**src/hdl/pglcp_pkg.sv**
```systemverilog
// shared constants, types and helper functions of the lock command parser
`timescale 1ns / 1ps

package pglcp_pkg;

  localparam int PIN_LENGTH = 4;
  localparam int BYTE_W     = 8;
  // byte counter covers a whole frame of pin bytes plus command byte
  localparam int CNT_W      = $clog2(PIN_LENGTH + 1);

  localparam int OK_LEN      = 3;
  localparam int ERR_LEN     = 4;
  localparam int REPLY_IDX_W = $clog2(ERR_LEN);

  typedef logic [BYTE_W-1:0] char_t;
  typedef char_t [PIN_LENGTH-1:0] pin_t;

  localparam char_t CMD_UNLOCK_UC = 8'h55;  // U
  localparam char_t CMD_UNLOCK_LC = 8'h75;  // u
  localparam char_t CMD_LOCK_UC   = 8'h4c;  // L
  localparam char_t CMD_LOCK_LC   = 8'h6c;  // l
  localparam char_t CMD_CHANGE_UC = 8'h43;  // C
  localparam char_t CMD_CHANGE_LC = 8'h63;  // c
  localparam char_t CHAR_0        = 8'h30;
  localparam char_t CHAR_1        = 8'h31;
  localparam char_t CHAR_9        = 8'h39;
  localparam char_t CHAR_O        = 8'h4f;
  localparam char_t CHAR_K        = 8'h4b;
  localparam char_t CHAR_E        = 8'h45;
  localparam char_t CHAR_R        = 8'h52;
  localparam char_t CHAR_NL       = 8'h0a;

  typedef enum logic [1:0] {
    REPLY_NONE,
    REPLY_OK,
    REPLY_ERR
  } reply_kind_t;

  typedef struct packed {
    reply_kind_t kind;
    logic        relay;
  } reply_req_t;

  function automatic char_t reply_char(input reply_kind_t kind,
                                       input logic [REPLY_IDX_W-1:0] idx);
    char_t c;
    c = CHAR_NL;
    case (kind)
      REPLY_OK: begin
        case (idx)
          REPLY_IDX_W'(0): c = CHAR_O;
          REPLY_IDX_W'(1): c = CHAR_K;
          default:         c = CHAR_NL;
        endcase
      end
      REPLY_ERR: begin
        case (idx)
          REPLY_IDX_W'(0): c = CHAR_E;
          REPLY_IDX_W'(1): c = CHAR_R;
          REPLY_IDX_W'(2): c = CHAR_R;
          default:         c = CHAR_NL;
        endcase
      end
      default: c = CHAR_NL;
    endcase
    return c;
  endfunction

  function automatic logic [REPLY_IDX_W-1:0] reply_last_idx(input reply_kind_t kind);
    logic [REPLY_IDX_W-1:0] idx;
    case (kind)
      REPLY_OK: idx = REPLY_IDX_W'(OK_LEN - 1);
      default:  idx = REPLY_IDX_W'(ERR_LEN - 1);
    endcase
    return idx;
  endfunction

endpackage

```
**src/hdl/pglcp_if.sv**
```systemverilog
// valid/ready channel interfaces for received bytes and reply bytes
`timescale 1ns / 1ps

interface pglcp_in_if;
  logic                  valid;
  logic                  ready;
  pglcp_pkg::char_t      rx_byte;

  modport source (output valid, output rx_byte, input ready);
  modport sink   (input valid, input rx_byte, output ready);
endinterface

interface pglcp_out_if;
  logic                  valid;
  logic                  ready;
  pglcp_pkg::char_t      reply_byte;
  logic                  reply_last;
  logic                  relay_unlock;

  modport source (output valid, output reply_byte, output reply_last,
                  output relay_unlock, input ready);
  modport sink   (input valid, input reply_byte, input reply_last,
                  input relay_unlock, output ready);
endinterface

```
**src/hdl/pglcp_parser.sv**
```systemverilog
// input register, frame and pin state, and command decision
`timescale 1ns / 1ps

module pglcp_parser (
  input  logic                  clk,
  input  logic                  rst_n,
  pglcp_in_if.sink              in_ch,
  output pglcp_pkg::reply_req_t req,
  input  logic                  req_ready
);

  logic                          hold_valid_r, hold_valid_nxt;
  pglcp_pkg::char_t              hold_byte_r;
  logic [pglcp_pkg::CNT_W-1:0]   count_r, count_nxt;
  logic                          new_phase_r, new_phase_nxt;
  logic                          old_match_r, old_match_nxt;
  logic                          relay_r, relay_nxt;
  pglcp_pkg::pin_t               stored_pin_r, stored_pin_nxt;
  pglcp_pkg::pin_t               frame_pin_r, frame_pin_nxt;
  pglcp_pkg::pin_t               pending_pin_r, pending_pin_nxt;

  logic                          frame_last;
  logic                          pin_last;
  logic                          match;
  logic                          digits;
  logic                          fire;
  pglcp_pkg::char_t              cand;
  pglcp_pkg::reply_req_t         req_c;

  assign frame_last = hold_valid_r && !new_phase_r &&
                      (count_r == pglcp_pkg::CNT_W'(pglcp_pkg::PIN_LENGTH));
  assign pin_last   = hold_valid_r && new_phase_r &&
                      (count_r == pglcp_pkg::CNT_W'(pglcp_pkg::PIN_LENGTH - 1));

  always_comb begin
    match  = 1'b1;
    digits = 1'b1;
    cand   = hold_byte_r;
    for (int i = 0; i < pglcp_pkg::PIN_LENGTH; i++) begin
      if (frame_pin_r[i] != stored_pin_r[i]) match = 1'b0;
      // the final new-pin byte is still in the input register
      cand = (i == pglcp_pkg::PIN_LENGTH - 1) ? hold_byte_r : pending_pin_r[i];
      if (!(cand inside {[pglcp_pkg::CHAR_0:pglcp_pkg::CHAR_9]})) digits = 1'b0;
    end
  end

  always_comb begin
    req_c.kind  = pglcp_pkg::REPLY_NONE;
    req_c.relay = relay_r;
    if (pin_last) begin
      req_c.kind = (old_match_r && digits) ? pglcp_pkg::REPLY_OK : pglcp_pkg::REPLY_ERR;
    end else if (frame_last) begin
      if (hold_byte_r inside {pglcp_pkg::CMD_CHANGE_UC, pglcp_pkg::CMD_CHANGE_LC}) begin
        req_c.kind = pglcp_pkg::REPLY_NONE;
      end else if (!match) begin
        req_c.kind = pglcp_pkg::REPLY_ERR;
      end else if (hold_byte_r inside {pglcp_pkg::CMD_UNLOCK_UC, pglcp_pkg::CMD_UNLOCK_LC}) begin
        req_c.kind  = pglcp_pkg::REPLY_OK;
        req_c.relay = 1'b1;
      end else if (hold_byte_r inside {pglcp_pkg::CMD_LOCK_UC, pglcp_pkg::CMD_LOCK_LC}) begin
        req_c.kind  = pglcp_pkg::REPLY_OK;
        req_c.relay = 1'b0;
      end else begin
        req_c.kind = pglcp_pkg::REPLY_ERR;
      end
    end
  end

  // a reply-producing byte waits until the serializer can take the reply
  assign fire = hold_valid_r && ((req_c.kind == pglcp_pkg::REPLY_NONE) || req_ready);

  assign req.kind  = fire ? req_c.kind : pglcp_pkg::REPLY_NONE;
  assign req.relay = req_c.relay;

  assign in_ch.ready = !hold_valid_r || fire;

  always_comb begin
    hold_valid_nxt  = in_ch.valid ? 1'b1 : (hold_valid_r && !fire);
    count_nxt       = count_r;
    new_phase_nxt   = new_phase_r;
    old_match_nxt   = old_match_r;
    relay_nxt       = relay_r;
    stored_pin_nxt  = stored_pin_r;
    frame_pin_nxt   = frame_pin_r;
    pending_pin_nxt = pending_pin_r;
    if (fire) begin
      relay_nxt = req_c.relay;
      for (int i = 0; i < pglcp_pkg::PIN_LENGTH; i++) begin
        if (count_r == pglcp_pkg::CNT_W'(i)) begin
          if (new_phase_r) pending_pin_nxt[i] = hold_byte_r;
          else             frame_pin_nxt[i]   = hold_byte_r;
        end
      end
      if (pin_last) begin
        count_nxt     = '0;
        new_phase_nxt = 1'b0;
        if (req_c.kind == pglcp_pkg::REPLY_OK) begin
          stored_pin_nxt = pending_pin_nxt;
        end
      end else if (frame_last) begin
        count_nxt = '0;
        if (hold_byte_r inside {pglcp_pkg::CMD_CHANGE_UC, pglcp_pkg::CMD_CHANGE_LC}) begin
          new_phase_nxt = 1'b1;
          old_match_nxt = match;
        end
      end else begin
        count_nxt = count_r + pglcp_pkg::CNT_W'(1);
      end
    end
  end

  always_ff @(posedge clk) begin
    if (!rst_n) begin
      hold_valid_r <= 1'b0;
      count_r      <= '0;
      new_phase_r  <= 1'b0;
      old_match_r  <= 1'b0;
      relay_r      <= 1'b0;
      for (int i = 0; i < pglcp_pkg::PIN_LENGTH; i++) begin
        stored_pin_r[i] <= pglcp_pkg::CHAR_1 + pglcp_pkg::BYTE_W'(i[1:0]);
      end
    end else begin
      hold_valid_r <= hold_valid_nxt;
      count_r      <= count_nxt;
      new_phase_r  <= new_phase_nxt;
      old_match_r  <= old_match_nxt;
      relay_r      <= relay_nxt;
      stored_pin_r <= stored_pin_nxt;
    end
  end

  always_ff @(posedge clk) begin
    if (in_ch.valid && in_ch.ready) hold_byte_r <= in_ch.rx_byte;
    frame_pin_r   <= frame_pin_nxt;
    pending_pin_r <= pending_pin_nxt;
  end

`ifndef SYNTHESIS
  a_count_range: assert property (@(posedge clk) disable iff (!rst_n)
    count_r <= pglcp_pkg::CNT_W'(pglcp_pkg::PIN_LENGTH))
    else $error("byte count beyond frame length");

  a_phase_count: assert property (@(posedge clk) disable iff (!rst_n)
    new_phase_r |-> (count_r < pglcp_pkg::CNT_W'(pglcp_pkg::PIN_LENGTH)))
    else $error("new-pin run longer than pin length");

  a_phase_entry: assert property (@(posedge clk) disable iff (!rst_n)
    $rose(new_phase_r) |-> $past(fire && frame_last))
    else $error("new-pin run started outside a frame end");
`endif

endmodule

```
**src/hdl/pglcp_reply.sv**
```systemverilog
// reply serializer holding the current reply and sending it one byte per cycle while out_ch.ready is high
`timescale 1ns / 1ps

module pglcp_reply (
  input  logic                  clk,
  input  logic                  rst_n,
  input  pglcp_pkg::reply_req_t req,
  output logic                  req_ready,
  pglcp_out_if.source           out_ch
);

  logic                                busy_r, busy_nxt;
  pglcp_pkg::reply_kind_t              kind_r, kind_nxt;
  logic [pglcp_pkg::REPLY_IDX_W-1:0]   idx_r, idx_nxt;
  logic                                relay_r, relay_nxt;
  logic                                last;
  logic                                load;

  assign last = (idx_r == pglcp_pkg::reply_last_idx(kind_r));

  assign out_ch.valid        = busy_r;
  assign out_ch.reply_byte   = pglcp_pkg::reply_char(kind_r, idx_r);
  assign out_ch.reply_last   = last;
  assign out_ch.relay_unlock = relay_r;

  // a new reply may load in the cycle the closing newline leaves
  assign req_ready = !busy_r || (out_ch.ready && last);
  assign load      = req_ready && (req.kind != pglcp_pkg::REPLY_NONE);

  always_comb begin
    busy_nxt  = busy_r;
    kind_nxt  = kind_r;
    idx_nxt   = idx_r;
    relay_nxt = relay_r;
    if (load) begin
      busy_nxt  = 1'b1;
      kind_nxt  = req.kind;
      idx_nxt   = '0;
      relay_nxt = req.relay;
    end else if (busy_r && out_ch.ready) begin
      if (last) busy_nxt = 1'b0;
      else      idx_nxt  = idx_r + pglcp_pkg::REPLY_IDX_W'(1);
    end
  end

  always_ff @(posedge clk) begin
    if (!rst_n) begin
      busy_r <= 1'b0;
    end else begin
      busy_r <= busy_nxt;
    end
  end

  always_ff @(posedge clk) begin
    kind_r  <= kind_nxt;
    idx_r   <= idx_nxt;
    relay_r <= relay_nxt;
  end

`ifndef SYNTHESIS
  a_drain: assert property (@(posedge clk) disable iff (!rst_n)
    (busy_r && out_ch.ready && last && !load) |=> !busy_r)
    else $error("serializer still busy after closing newline");

  a_load_start: assert property (@(posedge clk) disable iff (!rst_n)
    load |=> (busy_r && idx_r == '0))
    else $error("reply did not start at its first byte");

  a_ok_len: assert property (@(posedge clk) disable iff (!rst_n)
    (busy_r && kind_r == pglcp_pkg::REPLY_OK) |->
      (idx_r <= pglcp_pkg::REPLY_IDX_W'(pglcp_pkg::OK_LEN - 1)))
    else $error("ok reply index past its newline");
`endif

endmodule

```
**src/hdl/pin_guarded_lock_command_parser_core.sv**
```systemverilog
// Lock command parser top level.
// in_ch carries received bytes, one per item, grouped by count alone into frames
// of four pin bytes and one command byte (U/u unlock, L/l lock, C/c change pin,
// followed by four new pin bytes). out_ch carries reply bytes "OK\n" or "ERR\n",
// one per item, with reply_last on the newline and relay_unlock giving the relay
// level after the command that caused the reply.
// An accepted byte is held in the input register, and its reply is loaded into
// the serializer register that drives out_ch, once the serializer can take it.
// Throughput: one byte per cycle while no reply is due; a reply of 3 or 4 bytes
// leaves out_ch from the single serializer. A reply-producing byte waits in the
// input register until the serializer frees, which can be the cycle its
// previous newline leaves; bytes behind it then stall on in_ch.ready.
// When out_ch.ready is low the current reply byte holds and the serializer
// stops, and once the input register fills in_ch.ready drops.
// Reset (rst_n low, synchronous) empties both stages, clears the byte count,
// clears the parser's relay level to locked and restores pin 1234.
`timescale 1ns / 1ps

module pin_guarded_lock_command_parser_core (
  input  logic        clk,
  input  logic        rst_n,
  pglcp_in_if.sink    in_ch,
  pglcp_out_if.source out_ch
);

  pglcp_pkg::reply_req_t req;
  logic                  req_ready;

  pglcp_parser u_parser (
    .clk       (clk),
    .rst_n     (rst_n),
    .in_ch     (in_ch),
    .req       (req),
    .req_ready (req_ready)
  );

  pglcp_reply u_reply (
    .clk       (clk),
    .rst_n     (rst_n),
    .req       (req),
    .req_ready (req_ready),
    .out_ch    (out_ch)
  );

endmodule
```
**src/flat_wrapper.sv**
```systemverilog
// flat-port wrapper written by rule: the top's interface ports become plain ports
module pin_guarded_lock_command_parser_core_flat 
  (clk, rst_n, in_ch_valid, in_ch_rx_byte, in_ch_ready, out_ch_valid, out_ch_reply_byte, out_ch_reply_last, out_ch_relay_unlock, out_ch_ready);
  pglcp_in_if in_ch_i ();
  pglcp_out_if out_ch_i ();
  input  logic clk;
  input  logic rst_n;
  input wire logic [$bits(in_ch_i.valid)-1:0] in_ch_valid;
  input wire logic [$bits(in_ch_i.rx_byte)-1:0] in_ch_rx_byte;
  output wire logic [$bits(in_ch_i.ready)-1:0] in_ch_ready;
  output wire logic [$bits(out_ch_i.valid)-1:0] out_ch_valid;
  output wire logic [$bits(out_ch_i.reply_byte)-1:0] out_ch_reply_byte;
  output wire logic [$bits(out_ch_i.reply_last)-1:0] out_ch_reply_last;
  output wire logic [$bits(out_ch_i.relay_unlock)-1:0] out_ch_relay_unlock;
  input wire logic [$bits(out_ch_i.ready)-1:0] out_ch_ready;
  assign in_ch_i.valid = in_ch_valid;
  assign in_ch_i.rx_byte = in_ch_rx_byte;
  assign in_ch_ready = in_ch_i.ready;
  assign out_ch_valid = out_ch_i.valid;
  assign out_ch_reply_byte = out_ch_i.reply_byte;
  assign out_ch_reply_last = out_ch_i.reply_last;
  assign out_ch_relay_unlock = out_ch_i.relay_unlock;
  assign out_ch_i.ready = out_ch_ready;
  pin_guarded_lock_command_parser_core u_core (.clk(clk), .rst_n(rst_n), .in_ch(in_ch_i), .out_ch(out_ch_i));
endmodule
```
**config.mk**
```make
export PLATFORM = sky130hd
export DESIGN_NAME = pin_guarded_lock_command_parser_core_flat
export DESIGN_NICKNAME = d
export VERILOG_FILES = /design/src/hdl/pglcp_pkg.sv /design/src/hdl/pglcp_if.sv /design/src/hdl/pglcp_parser.sv /design/src/hdl/pglcp_reply.sv /design/src/hdl/pin_guarded_lock_command_parser_core.sv /design/src/flat_wrapper.sv
export SDC_FILE = /design/constraint.sdc
export NUM_CORES = 1
export LEC_CHECK = 0
export BUFFER_PORTS_ARGS = -buffer_cell sky130_fd_sc_hd__buf_2
export CAP_MARGIN = 20
export CORE_UTILIZATION = 45
export CTS_CLUSTER_SIZE = 28
export DETAILED_ROUTE_END_ITERATION = 12
export MAX_ROUTING_LAYER = met4
export PLACE_DENSITY = 0.58
export SLEW_MARGIN = 10
export SYNTH_ARGS = -nofsm -noshare
export SYNTH_HDL_FRONTEND = slang
export SYNTH_SLANG_ARGS = --single-unit
```
**constraint.sdc**
```tcl
create_clock -name clk -period 3.4 [get_ports clk]
set_clock_uncertainty 0.15 [all_clocks]
set_input_delay 0.34 -clock clk [delete_from_list [all_inputs] [get_ports clk]]
set_output_delay 0.34 -clock clk [all_outputs]
set_load 0.1 [all_outputs]
```
==> metrics, run 1 <==
status=finished clean; Post-DP HPWL=6910 um; Hold Startpoint=out_ch_ready; Crit-path slowest cell=edfxtp_1; register share of total power=44.9%; Overflow after GRT=0; Layout Cells excl Fill=574; Hold Path Sink=u_core.u_reply.idx_r[1]; WP data required=2.91 ns; number of DRC markers in iteration 0=190; syn_area_per_cell=12.9 um^2; CP Max Fanout=10; ys flop type=edfxtp_1; Max-Cap Viols=0; Die Area=11300 um^2; Async S/R FF share, synth=0%; Yosys cell types=55; Pwr per Cell Area=581 nW/um^2; Worst slew margin=55.2%; Comb power frac=3.8%; endpoints failing hold=0; WS Path Type=flop to output pin; Placement Setup Slack=0.573 ns; worst path cell trace=nand4bb_1 -> o31ai_1 -> and2_1 -> nor2_1 -> inv_1 -> buf_2; fin nets=448; HP Class=primary input to flop; Top delay family on crit path=simple AND/OR/NAND/NOR gates; post-CTS resize count=0; CTS tree=done; PortBufs=21; Setup crit end kind=output pin; Post-synth EDFFs=71; Setup crit start kind=flop; initial antenna violation count=0; Critical Path Max Stage Delay=0.56 ns; commonest cells in the netlist=71 x edfxtp_1, 42 x dfxtp_1, 33 x nand2_1; share of the synthesized area in the top cell type=43.7%; Final WS setup=0.300 ns; vias in the first global route=3032; Total Wirelength=10400 um; clock share of power=51.4%; reg2reg end=u_core.u_parser.frame_pin_r[6]; Syn. warnings=0; Hold Path Depth=5; RSZ-0062 raised after global routing=no; Worst Reg-to-Reg Cells=6; chip width=106 um; Syn Std Cell Area=4880 um^2; Final Max Tran Viols=0; Row Count=37; core area=10400 um^2; Synth Register Bits=113; Switching Share=21.4%; clk_lat worst skew=0.52 ns; global-route wire length before repair=16500 um; clk buf depth=2; most frequent cell after synthesis=edfxtp_1; area leader, netlist=edfxtp_1; register area share after synthesis=60.9%; Max Fclk=323 MHz; NetSw=0.723 mW; Tcrit/Tclk final=91.2%; min Tclk post-route=3.10 ns; H-tree Lvls=4; largest cells by area after synthesis=edfxtp_1 44%, dfxtp_1 17%, mux2_2 5.8%; final setup TNS=0 ns; Placed Cells=533; Vias/cell=5.24; VDD IR max=0.000349 V; Root Driver=clkbuf_8; Synth-to-Final Area Change=19.3%; Vert. Die Dim=106 um; largest net degree at the start of global routing=35; Sink Count=113; flop-to-flop setup slack=0.57 ns; Vias=3005; r2r startpoint=u_core.u_parser.cand[7]; Leak=2.15 nW; worst-margin pin slew=0.671 ns; gp weighted congestion=0.829; share of layout cells above drive strength 1=21.5%; Initial Util=46.8%; Pint=2.66 mW; gr usage total=20.8%; Pre-antenna DRT Iters=5; Detail Route Antenna Nets=0; Buffers & Inverters on Critical Path=2; Residual DRC=0; per-cell routed wire length=18.0 um; total CTS buffers=17; clock-pin slew on the worst setup and hold paths=0.06 ns; Final setup viols=0; synthesized netlist cell count=377; ANT cells=0; CP arrival=2.61 ns; IO Count=24
[flip-flops by register name, indices dropped and copies added, names as in the netlist, 2 cells and up]
signal and count:
u_core.u_parser.frame_pin_r 32, u_core.u_parser.stored_pin_r 32, u_core.u_parser.pending_pin_r 28, u_core.u_parser.cand 8, u_core.u_parser.count_r 3, u_core.u_reply.idx_r 2
u_core.u_reply.kind_r 2
[cell families after synthesis]
kind of cell,share of synthesized area [%]
flops,60.9
simple gates,14.8
compound gates,5.95
mux,6.80
buf+inv,2.54
xor+xnor,6.10
other cells,0.0769
fa+ha+maj,2.82
[routing by layer]
layer  track usage [%]  wire (um)  vias up
met3              6.50        438       17
met4              8.23        164        0
met5                 -          0        -
met1              26.6       4980     1470
li1                  -          -     1463
met2              30.8       4780       55
[worst min-delay path, stage by stage]
cell     delay (ns)
buf_2          0.10
nand2_1        0.07
nor2_1         0.06
nand2_1        0.06
a21oi_1        0.05
[power by group through the flow]
stage | clock network [mW] | logic [mW] | registers [mW]
finish | 1.74 | 0.127 | 1.52
global route | 1.82 | 0.140 | 1.52
CTS | 1.76 | 0.127 | 1.52
detailed placement | 0 | 0.119 | 1.55
global placement | 0 | 0.117 | 1.54
floorplan | 0 | 0.0803 | 1.54
[worst max-delay path by stage]
| stage | startpoint | endpoint | cells past startpoint |
|---|---|---|---|
| floorplan | u_core.u_reply.kind_r[0] | out_ch_reply_byte[1] | 4 |
| global placement | u_core.u_parser.cand[7] | u_core.u_parser.frame_pin_r[6] | 6 |
| detailed placement | u_core.u_parser.cand[7] | u_core.u_parser.frame_pin_r[5] | 6 |
| CTS | u_core.u_parser.cand[7] | in_ch_ready | 6 |
| global route | u_core.u_parser.cand[7] | in_ch_ready | 6 |
| finish | u_core.u_parser.cand[7] | in_ch_ready | 6 |
[metrics by stage]
| stage | hold slack (ns) | power, mW | util [%] | cell area (um^2) |
|---|---|---|---|---|
| after global routing | 0.0922 | 3.48 | 55.9 | 5820 |
| after floorplan | 0.281 | 1.62 | - | 4880 |
| after CTS | 0.0376 | 3.41 | 55.9 | 5820 |
| after global placement | 0.298 | 1.66 | 49.4 | 5150 |
| after detailed placement | 0.299 | 1.66 | 49.4 | 5150 |
| final | 0.0660 | 3.38 | 55.9 | 5820 |
[cells in the final DEF (no fill, tap or decap), types with 3 or more instances in the layout]
cell           instances
clkbuf_1               3
nand3_1               13
a21boi_0              14
dlygate4sd3_1          9
buf_2                 21
mux2i_1                5
inv_1                 14
nor4_1                 5
ha_1                  11
nor3b_1                3
clkbuf_8               3
buf_4                  8
a21oi_1                3
nand4_1                6
clkinvlp_4             4
nand2b_1              11
dfxtp_1               42
nor2_1                11
o21a_1                 3
xor2_1                23
mux2_2                25
xnor2_1               11
and2_1                 6
clkbuf_16             17
and3_1                 9
nor2b_1                3
nand2_1               33
clkinv_2               3
o21ai_0               10
edfxtp_1              71
[what timing repair did]
| action | CTS | global route |
|---|---|---|
| setup buffers | 0 | 0 |
| endpoints found under the hold margin | 9 | 0 |
| hold buffers | 9 | 0 |
[area by class of cell]
cell class                 count  area, um^2
fill                         867        4600
sequential                   113        2970
multi-input combinational    241        1790
clock buffer                  23         478
timing repair buffer          38         255
tap                          136         170
clock inverter                 9         105
inverter                      14        52.6
No activity file was read; power rests on OpenSTA's default activity.
==> inputs of run 2 (changes only) <==
clock period = 2.96 ns   (was 3.4 ns; I/O delays follow)
==> metrics, run 2 (synthesis results as in run 1) <==
status=finished clean (unchanged); Row Count=37 (unchanged); storage element area=2970 um^2 (unchanged); GR peak layer=met2 (unchanged); chip width=106 um (unchanged); Sink Count=113 (unchanged); Total Wirelength=10300 um (was 10400 um); clk_lat worst skew=0.52 ns (about the same); ANT cells=0 (unchanged); Pwr per Cell Area=681 nW/um^2 (was 581 nW/um^2); Final setup viols=0 (unchanged); H-tree Lvls=4 (unchanged); Leak=2.20 nW (was 2.15 nW); met1 global-route usage=26.4% (was 26.6%); Setup crit start kind=flop (unchanged); number of DRC markers in iteration 0=155 (was 190); WS Path Type=flop to output pin (unchanged); area occupied by multi-input gates=1800 um^2 (was 1790 um^2); Pre-antenna DRT Iters=4 (was 5); hold_ws=0.0939 ns (was 0.0660 ns); Vias=3039 (was 3005); final setup TNS=0 ns (unchanged); Max-Cap Viols=0 (unchanged); clock-pin slew on the worst setup and hold paths=0.05 ns (was 0.06 ns); Comb power frac=4.0% (was 3.8%); Vert. Die Dim=106 um (unchanged); NetSw=0.820 mW (was 0.723 mW); Die Area=11300 um^2 (unchanged); CP Max Fanout=5 (was 10); Final WS setup=0.150 ns (was 0.300 ns); Crit. Startpoint=u_core.u_parser.count_r[0] (was u_core.u_parser.cand[7]); gp weighted congestion=0.894 (was 0.829); Synth-to-Final Area Change=21.6% (was 19.3%); share of layout cells above drive strength 1=22.7% (was 21.5%); Switching Share=20.3% (was 21.4%); WP data required=2.51 ns (was 2.91 ns); Post-DP HPWL=6950 um (was 6910 um); global-route wire length before repair=16100 um (was 16500 um); Worst slew margin=58.4% (was 55.2%); GR Util met2=30.1% (was 30.8%); HP Class=primary input to flop (unchanged); Tcrit/Tclk final=94.9%; Initial Util=46.8% (unchanged); clock share of power=53.0% (was 51.4%); IO Count=24 (unchanged); Layout Cells excl Fill=581 (was 574); vias in the first global route=3010 (was 3032); fin nets=455 (was 448); CP arrival=2.36 ns (was 2.61 ns); Root Driver=clkbuf_8 (unchanged); Vias/cell=5.23 (was 5.24); grt met3 use=5.09% (was 6.50%); Residual DRC=0 (unchanged); commonest non-fill, non-tap cell in the layout=edfxtp_1 (unchanged); post-route cell area=5930 um^2 (was 5820 um^2); Worst Reg-to-Reg Cells=8 (was 6); total CTS buffers=17 (unchanged); Overflow after GRT=0 (unchanged); Tot Pwr=4.04 mW (was 3.38 mW); initial antenna violation count=0 (unchanged); largest net degree at the start of global routing=35 (unchanged); Detail Route Antenna Nets=0 (unchanged); reg2reg end=u_core.u_parser.frame_pin_r[8] (was u_core.u_parser.frame_pin_r[6]); Hold Startpoint=rst_n (was out_ch_ready); RSZ-0062 raised after global routing=no (unchanged); clk buf depth=2 (unchanged); Placement Setup Slack=0.326 ns (was 0.573 ns); min Tclk post-route=2.81 ns; VDD IR max=0.000512 V (was 0.000349 V); endpoints failing hold=0 (unchanged); gr usage total=20.4% (was 20.8%); core area=10400 um^2 (unchanged); per-cell routed wire length=17.6 um (was 18.0 um); Setup crit end kind=output pin (unchanged); worst setup path end=in_ch_ready (unchanged); flop-to-flop setup slack=0.34 ns (was 0.57 ns); register share of total power=43.0% (was 44.9%); CTS tree=done (unchanged); Final Max Tran Viols=0 (unchanged); placed cell areas=5210 um^2 (was 5150 um^2); r2r startpoint=u_core.u_reply.kind_r[1] (was u_core.u_parser.cand[7]); worst-margin pin slew=0.624 ns (was 0.671 ns); commonest cells after routing, fill and taps aside=71 x edfxtp_1, 42 x dfxtp_1, 33 x nand2_1, 25 x mux2_2, 23 x xor2_1 (unchanged); Core Util, Final=57.0% (was 55.9%); Pint=3.22 mW (was 2.66 mW); Placed Cells=539 (was 533); PortBufs=21 (unchanged); fillers=865 (was 867); Max Fclk=356 MHz; Regs by FF count=u_core.u_parser.frame_pin_r (32), u_core.u_parser.stored_pin_r (32), u_core.u_parser.pending_pin_r (28) (unchanged)
-- run 2: cell count changes in the layout (fill, tap and decap cells not counted), sizes merged --
cell	before	now
clkinvlp	4	2
clkbuf	23	22
buf	29	35
dlygate4sd3	9	10
bufinv	2	5
-- run 2: worst max-delay path: stages (launching register included) --
cell and delay, ns:
dfxtp_1 0.39, inv_1 0.08, ha_1 0.27, and4b_2 0.27
o31ai_2 0.08, buf_4 0.17, and2_1 0.17, nor2_2 0.07
inv_1 0.05, buf_4 0.28
-- run 2: final cells by class --
class / instances / area share [%]
multi-input cells: 241 / 30.3
well taps: 136 / 2.87
clock inverters: 10 / 3.10
repair buffers: 45 / 5.48
flip-flops and latches: 113 / 50.1
inverters: 14 / 0.886
clock buffers: 22 / 7.30
-- run 2: worst min-delay path by stage --
stage                                  endpoint  slack [ns]  depth (start not counted)
2_1_floorplan           u_core.u_parser.cand[0]        0.24                          0
3_3_place_gp   u_core.u_parser.stored_pin_r[28]        0.29                          1
3_5_place_dp   u_core.u_parser.stored_pin_r[29]        0.30                          1
4_1_cts         u_core.u_parser.stored_pin_r[9]        0.07                          2
5_1_grt        u_core.u_parser.stored_pin_r[17]        0.11                          2
6_report        u_core.u_parser.stored_pin_r[0]        0.09                          2
-- run 2: routing by layer --
| layer | share of wire [%] | routed length (um) |
|---|---|---|
| met1 | 46 | 4720 |
| met4 | 1.8 | 181 |
| met2 | 47 | 4790 |
| met5 | 0 | 0 |
| met3 | 5.5 | 560 |
-- run 2: power groups by stage --
stage               logic, mW  clock network, mW  registers, mW
global placement        0.149                  0           1.77
global route            0.174               2.23           1.74
CTS                     0.161               2.17           1.74
detailed placement      0.150                  0           1.77
floorplan              0.0925                  0           1.77
finish                  0.160               2.14           1.74
-- run 2: what timing repair did --
item,in CTS,in global routing
gates resized for setup,1,2
hold buffers,10,0
setup buffers,0,0
endpoints found under the setup margin,1,1
endpoints found under the hold margin,10,0
==> inputs of run 3 (changes only) <==
--- a/config.mk
+++ b/config.mk
@@ -9,4 +9,5 @@
 export CAP_MARGIN = 20
 export CORE_UTILIZATION = 45
+export CTS_BUF_LIST = sky130_fd_sc_hd__clkbuf_4
 export CTS_CLUSTER_SIZE = 28
 export DETAILED_ROUTE_END_ITERATION = 12
@@ -16,3 +17,4 @@
 export SYNTH_ARGS = -nofsm -noshare
 export SYNTH_HDL_FRONTEND = slang
+export SYNTH_HIERARCHICAL = 1
 export SYNTH_SLANG_ARGS = --single-unit
==> constraint.sdc (replaced) <==
create_clock -name clk -period 2.96 [get_ports clk]
set_clock_uncertainty 0.15 [all_clocks]
set_input_delay 0.592 -clock clk [delete_from_list [all_inputs] [get_ports clk]]
set_output_delay 0.592 -clock clk [all_outputs]
set_load 0.1 [all_outputs]
==> metrics, run 3 <==
commonest non-fill, non-tap cell in the layout=edfxtp_1 (unchanged); flop-to-flop setup slack=0.34 ns (about the same); H-tree Lvls=4 (unchanged); number of DRC markers in iteration 0=197 (was 155); Sink Count=113 (unchanged); final setup TNS=0 ns (unchanged); clock-pin slew on the worst setup and hold paths=0.12 ns (was 0.05 ns); endpoints failing hold=0 (unchanged); compound-gate portion of the synthesized area=4.30% (was 5.95%); clk buf depth=2 (unchanged); Pint=2.12 mW (was 3.22 mW); largest family of logic cells by synthesized area=simple AND/OR/NAND/NOR gates (unchanged); Synth Register Bits=113 (unchanged); Total Wirelength=9730 um (was 10300 um); chip width=106 um (about the same); commonest cells in the netlist=71 x edfxtp_1, 42 x dfxtp_1, 32 x xor2_1 (was 71 x edfxtp_1, 42 x dfxtp_1, 33 x nand2_1); Max Fclk=353 MHz (was 356 MHz); core area=10400 um^2 (unchanged); Detail Route Antenna Nets=0 (unchanged); Max-Cap Viols=0 (unchanged); Vias=2899 (was 3039); r2r startpoint=u_core/u_parser/frame_pin_r[18] (was u_core.u_reply.kind_r[1]); Setup crit start kind=flop (unchanged); HP Class=primary input to flop (unchanged); min Tclk post-route=2.83 ns (was 2.81 ns); fin nets=440 (was 455); Crit. Startpoint=u_core/u_parser/count_r[0] (was u_core.u_parser.count_r[0]); RSZ-0062 raised after global routing=yes (was no); Regs by FF count=u_core/u_parser/frame_pin_r (32), u_core/u_parser/stored_pin_r (32), u_core/u_parser/pending_pin_r (28) (was u_core.u_parser.frame_pin_r (32), u_core.u_parser.stored_pin_r (32), u_core.u_parser.pending_pin_r (28)); IO Count=24 (unchanged); Post-synth EDFFs=71 (unchanged); Final Max Tran Viols=0 (unchanged); largest net degree at the start of global routing=30 (was 35); ANT cells=0 (unchanged); Leak=2.12 nW (was 2.20 nW); Root Driver=clkbuf_4 (was clkbuf_8); commonest cells after routing, fill and taps aside=71 x edfxtp_1, 40 x dfxtp_1, 32 x xor2_1, 27 x mux2_1, 22 x nand2_1 (was 71 x edfxtp_1, 42 x dfxtp_1, 33 x nand2_1, 25 x mux2_2, 23 x xor2_1); Post-Synth Adder-Cell Area=2.81% (was 2.82%); WS Path Type=flop to output pin (unchanged); global-route wire length before repair=15700 um (was 16100 um); worst setup path end=in_ch_ready (unchanged); CTS Hold Bufs=0 (was 10); PortBufs=21 (unchanged); Worst Reg-to-Reg Cells=8 (unchanged); initial antenna violation count=0 (unchanged); share of layout cells above drive strength 1=20.9% (was 22.7%); Final setup viols=0 (unchanged); gp weighted congestion=0.773 (was 0.894); Setup crit end kind=output pin (unchanged); Tcrit/Tclk final=95.7% (was 94.9%); clk_lat worst skew=0.52 ns (about the same); total CTS buffers=17 (unchanged); gr usage total=19.8% (was 20.4%); Overflow after GRT=0 (unchanged); clock share of power=35.2% (was 53.0%); Residual DRC=0 (unchanged); Row Count=37 (unchanged); Async S/R FF share, synth=0% (unchanged); syn_area_per_cell=13.3 um^2 (was 12.9 um^2); Syn Std Cell Area=4890 um^2 (was 4880 um^2); vias in the first global route=2848 (was 3010); Worst slew margin=63.6% (was 58.4%); Die Area=11300 um^2 (about the same); Initial Util=47.0% (was 46.8%); Yosys cell types=48 (was 55); WP data required=2.22 ns (was 2.51 ns); Post-DP HPWL=6620 um (was 6950 um); Syn. warnings=6 (was 0); NetSw=0.773 mW (was 0.820 mW); VDD IR max=0.000369 V (was 0.000512 V); Core Util, Final=53.6% (was 57.0%); Synth Area in XOR/XNOR=6.06% (was 6.10%); CTS tree=done (unchanged); placed cell areas=5230 um^2 (was 5210 um^2); Vert. Die Dim=106 um (about the same); multiplexer area fraction after synthesis=10.2% (was 6.80%); CP Max Fanout=6 (was 5); largest cells by area after synthesis=edfxtp_1 44%, dfxtp_1 17%, mux2_1 6.2% (was edfxtp_1 44%, dfxtp_1 17%, mux2_2 5.8%); Switching Share=26.7% (was 20.3%); Synth-to-Final Area Change=14.2% (was 21.6%); CP arrival=2.09 ns (was 2.36 ns); reg2reg end=u_core/u_reply/kind_r[0] (was u_core.u_parser.frame_pin_r[8]); register share of total power=60.2% (was 43.0%); fillers=922 (was 865); share of the synthesized area in the top cell type=43.6% (was 43.7%); synthesized netlist cell count=368 (was 377); Comb power frac=4.6% (was 4.0%); area leader, netlist=edfxtp_1 (unchanged); post-route cell area=5590 um^2 (was 5930 um^2); hold_ws=0.0944 ns (was 0.0939 ns); Vias/cell=5.12 (was 5.23); Pwr per Cell Area=517 nW/um^2 (was 681 nW/um^2); worst-margin pin slew=0.546 ns (was 0.624 ns); status=finished clean (unchanged); ys flop type=edfxtp_1 (unchanged); register area share after synthesis=60.8% (was 60.9%); most frequent cell after synthesis=edfxtp_1 (unchanged); post-synthesis simple-gate area fraction=13.4% (was 14.8%); per-cell routed wire length=17.2 um (was 17.6 um); Pre-antenna DRT Iters=4 (unchanged)
-- run 3: logic make-up after synthesis --
kind of cell             after synthesis
multiplexers                          46
AND/OR/NAND/NOR                      110
XOR/XNOR                              33
other                                  1
AO/OA/AOI/OAI                         31
buffers and inverters                 23
flip-flops                           113
adder cells (fa/ha/maj)               11
-- run 3: how the worst min path moves through the flow --
stage                                     start                               end  cells past startpoint
2_1_floorplan  u_core/u_parser/stored_pin_r[12]  u_core/u_parser/stored_pin_r[12]                      1
3_3_place_gp   u_core/u_parser/stored_pin_r[28]  u_core/u_parser/stored_pin_r[28]                      1
3_5_place_dp    u_core/u_parser/stored_pin_r[5]   u_core/u_parser/stored_pin_r[5]                      1
4_1_cts                        in_ch_rx_byte[6]           u_core/u_parser/cand[6]                      1
5_1_grt                        in_ch_rx_byte[6]           u_core/u_parser/cand[6]                      1
6_report                       in_ch_rx_byte[6]           u_core/u_parser/cand[6]                      1
-- run 3: critical path, stage by stage, from the launching register on --
cell	delay, ns
dfxtp_2	0.36
inv_1	0.08
ha_1	0.19
nand4b_1	0.17
a41o_2	0.33
a21oi_4	0.18
inv_1	0.09
buf_12	0.17
-- run 3: what timing repair did --
item,in CTS,in global routing
endpoints found under the hold margin,0,0
pin swaps,1,1
setup buffers,1,6
endpoints found under the setup margin,1,1
gates resized for setup,5,6
-- run 3: power by group through the flow --
| stage | Sequential (mW) | Clock, mW | Combinational, mW |
|---|---|---|---|
| 4_1_cts | 1.74 | 1.05 | 0.124 |
| 3_3_place_gp | 1.78 | 0 | 0.123 |
| 6_report | 1.74 | 1.02 | 0.134 |
| 3_5_place_dp | 1.78 | 0 | 0.123 |
| 2_1_floorplan | 1.77 | 0 | 0.0724 |
| 5_1_grt | 1.74 | 1.13 | 0.146 |
-- run 3: cell type report --
type,count,area [um^2],share of cell area [%]
multi-input cells,233,1860,33.4
clock buffers,17,128,2.28
repair buffers,41,285,5.11
inverters,11,41.3,0.739
well taps,136,170,3.05
clock inverters,15,124,2.22
flip-flops and latches,113,2980,53.2
-- run 3: metrics by stage --
| stage | power [mW] | setup WS, ns | std cells |
|---|---|---|---|
| after floorplan | 1.84 | 0.0813 | 369 |
| final | 2.89 | 0.126 | 566 |
| after detailed placement | 1.90 | 0.337 | 527 |
| after global routing | 3.02 | -0.00313 | 566 |
| after CTS | 2.92 | 0.00534 | 560 |
| after global placement | 1.90 | 0.401 | 527 |
-- run 3: routing by layer --
metal	up-vias	GRT usage (%)	routed length [um]
met2	56	29.1	4520
met4	0	6.85	63
li1	1444	-	-
met3	7	5.89	480
met1	1392	26.2	4660
met5	-	-	0
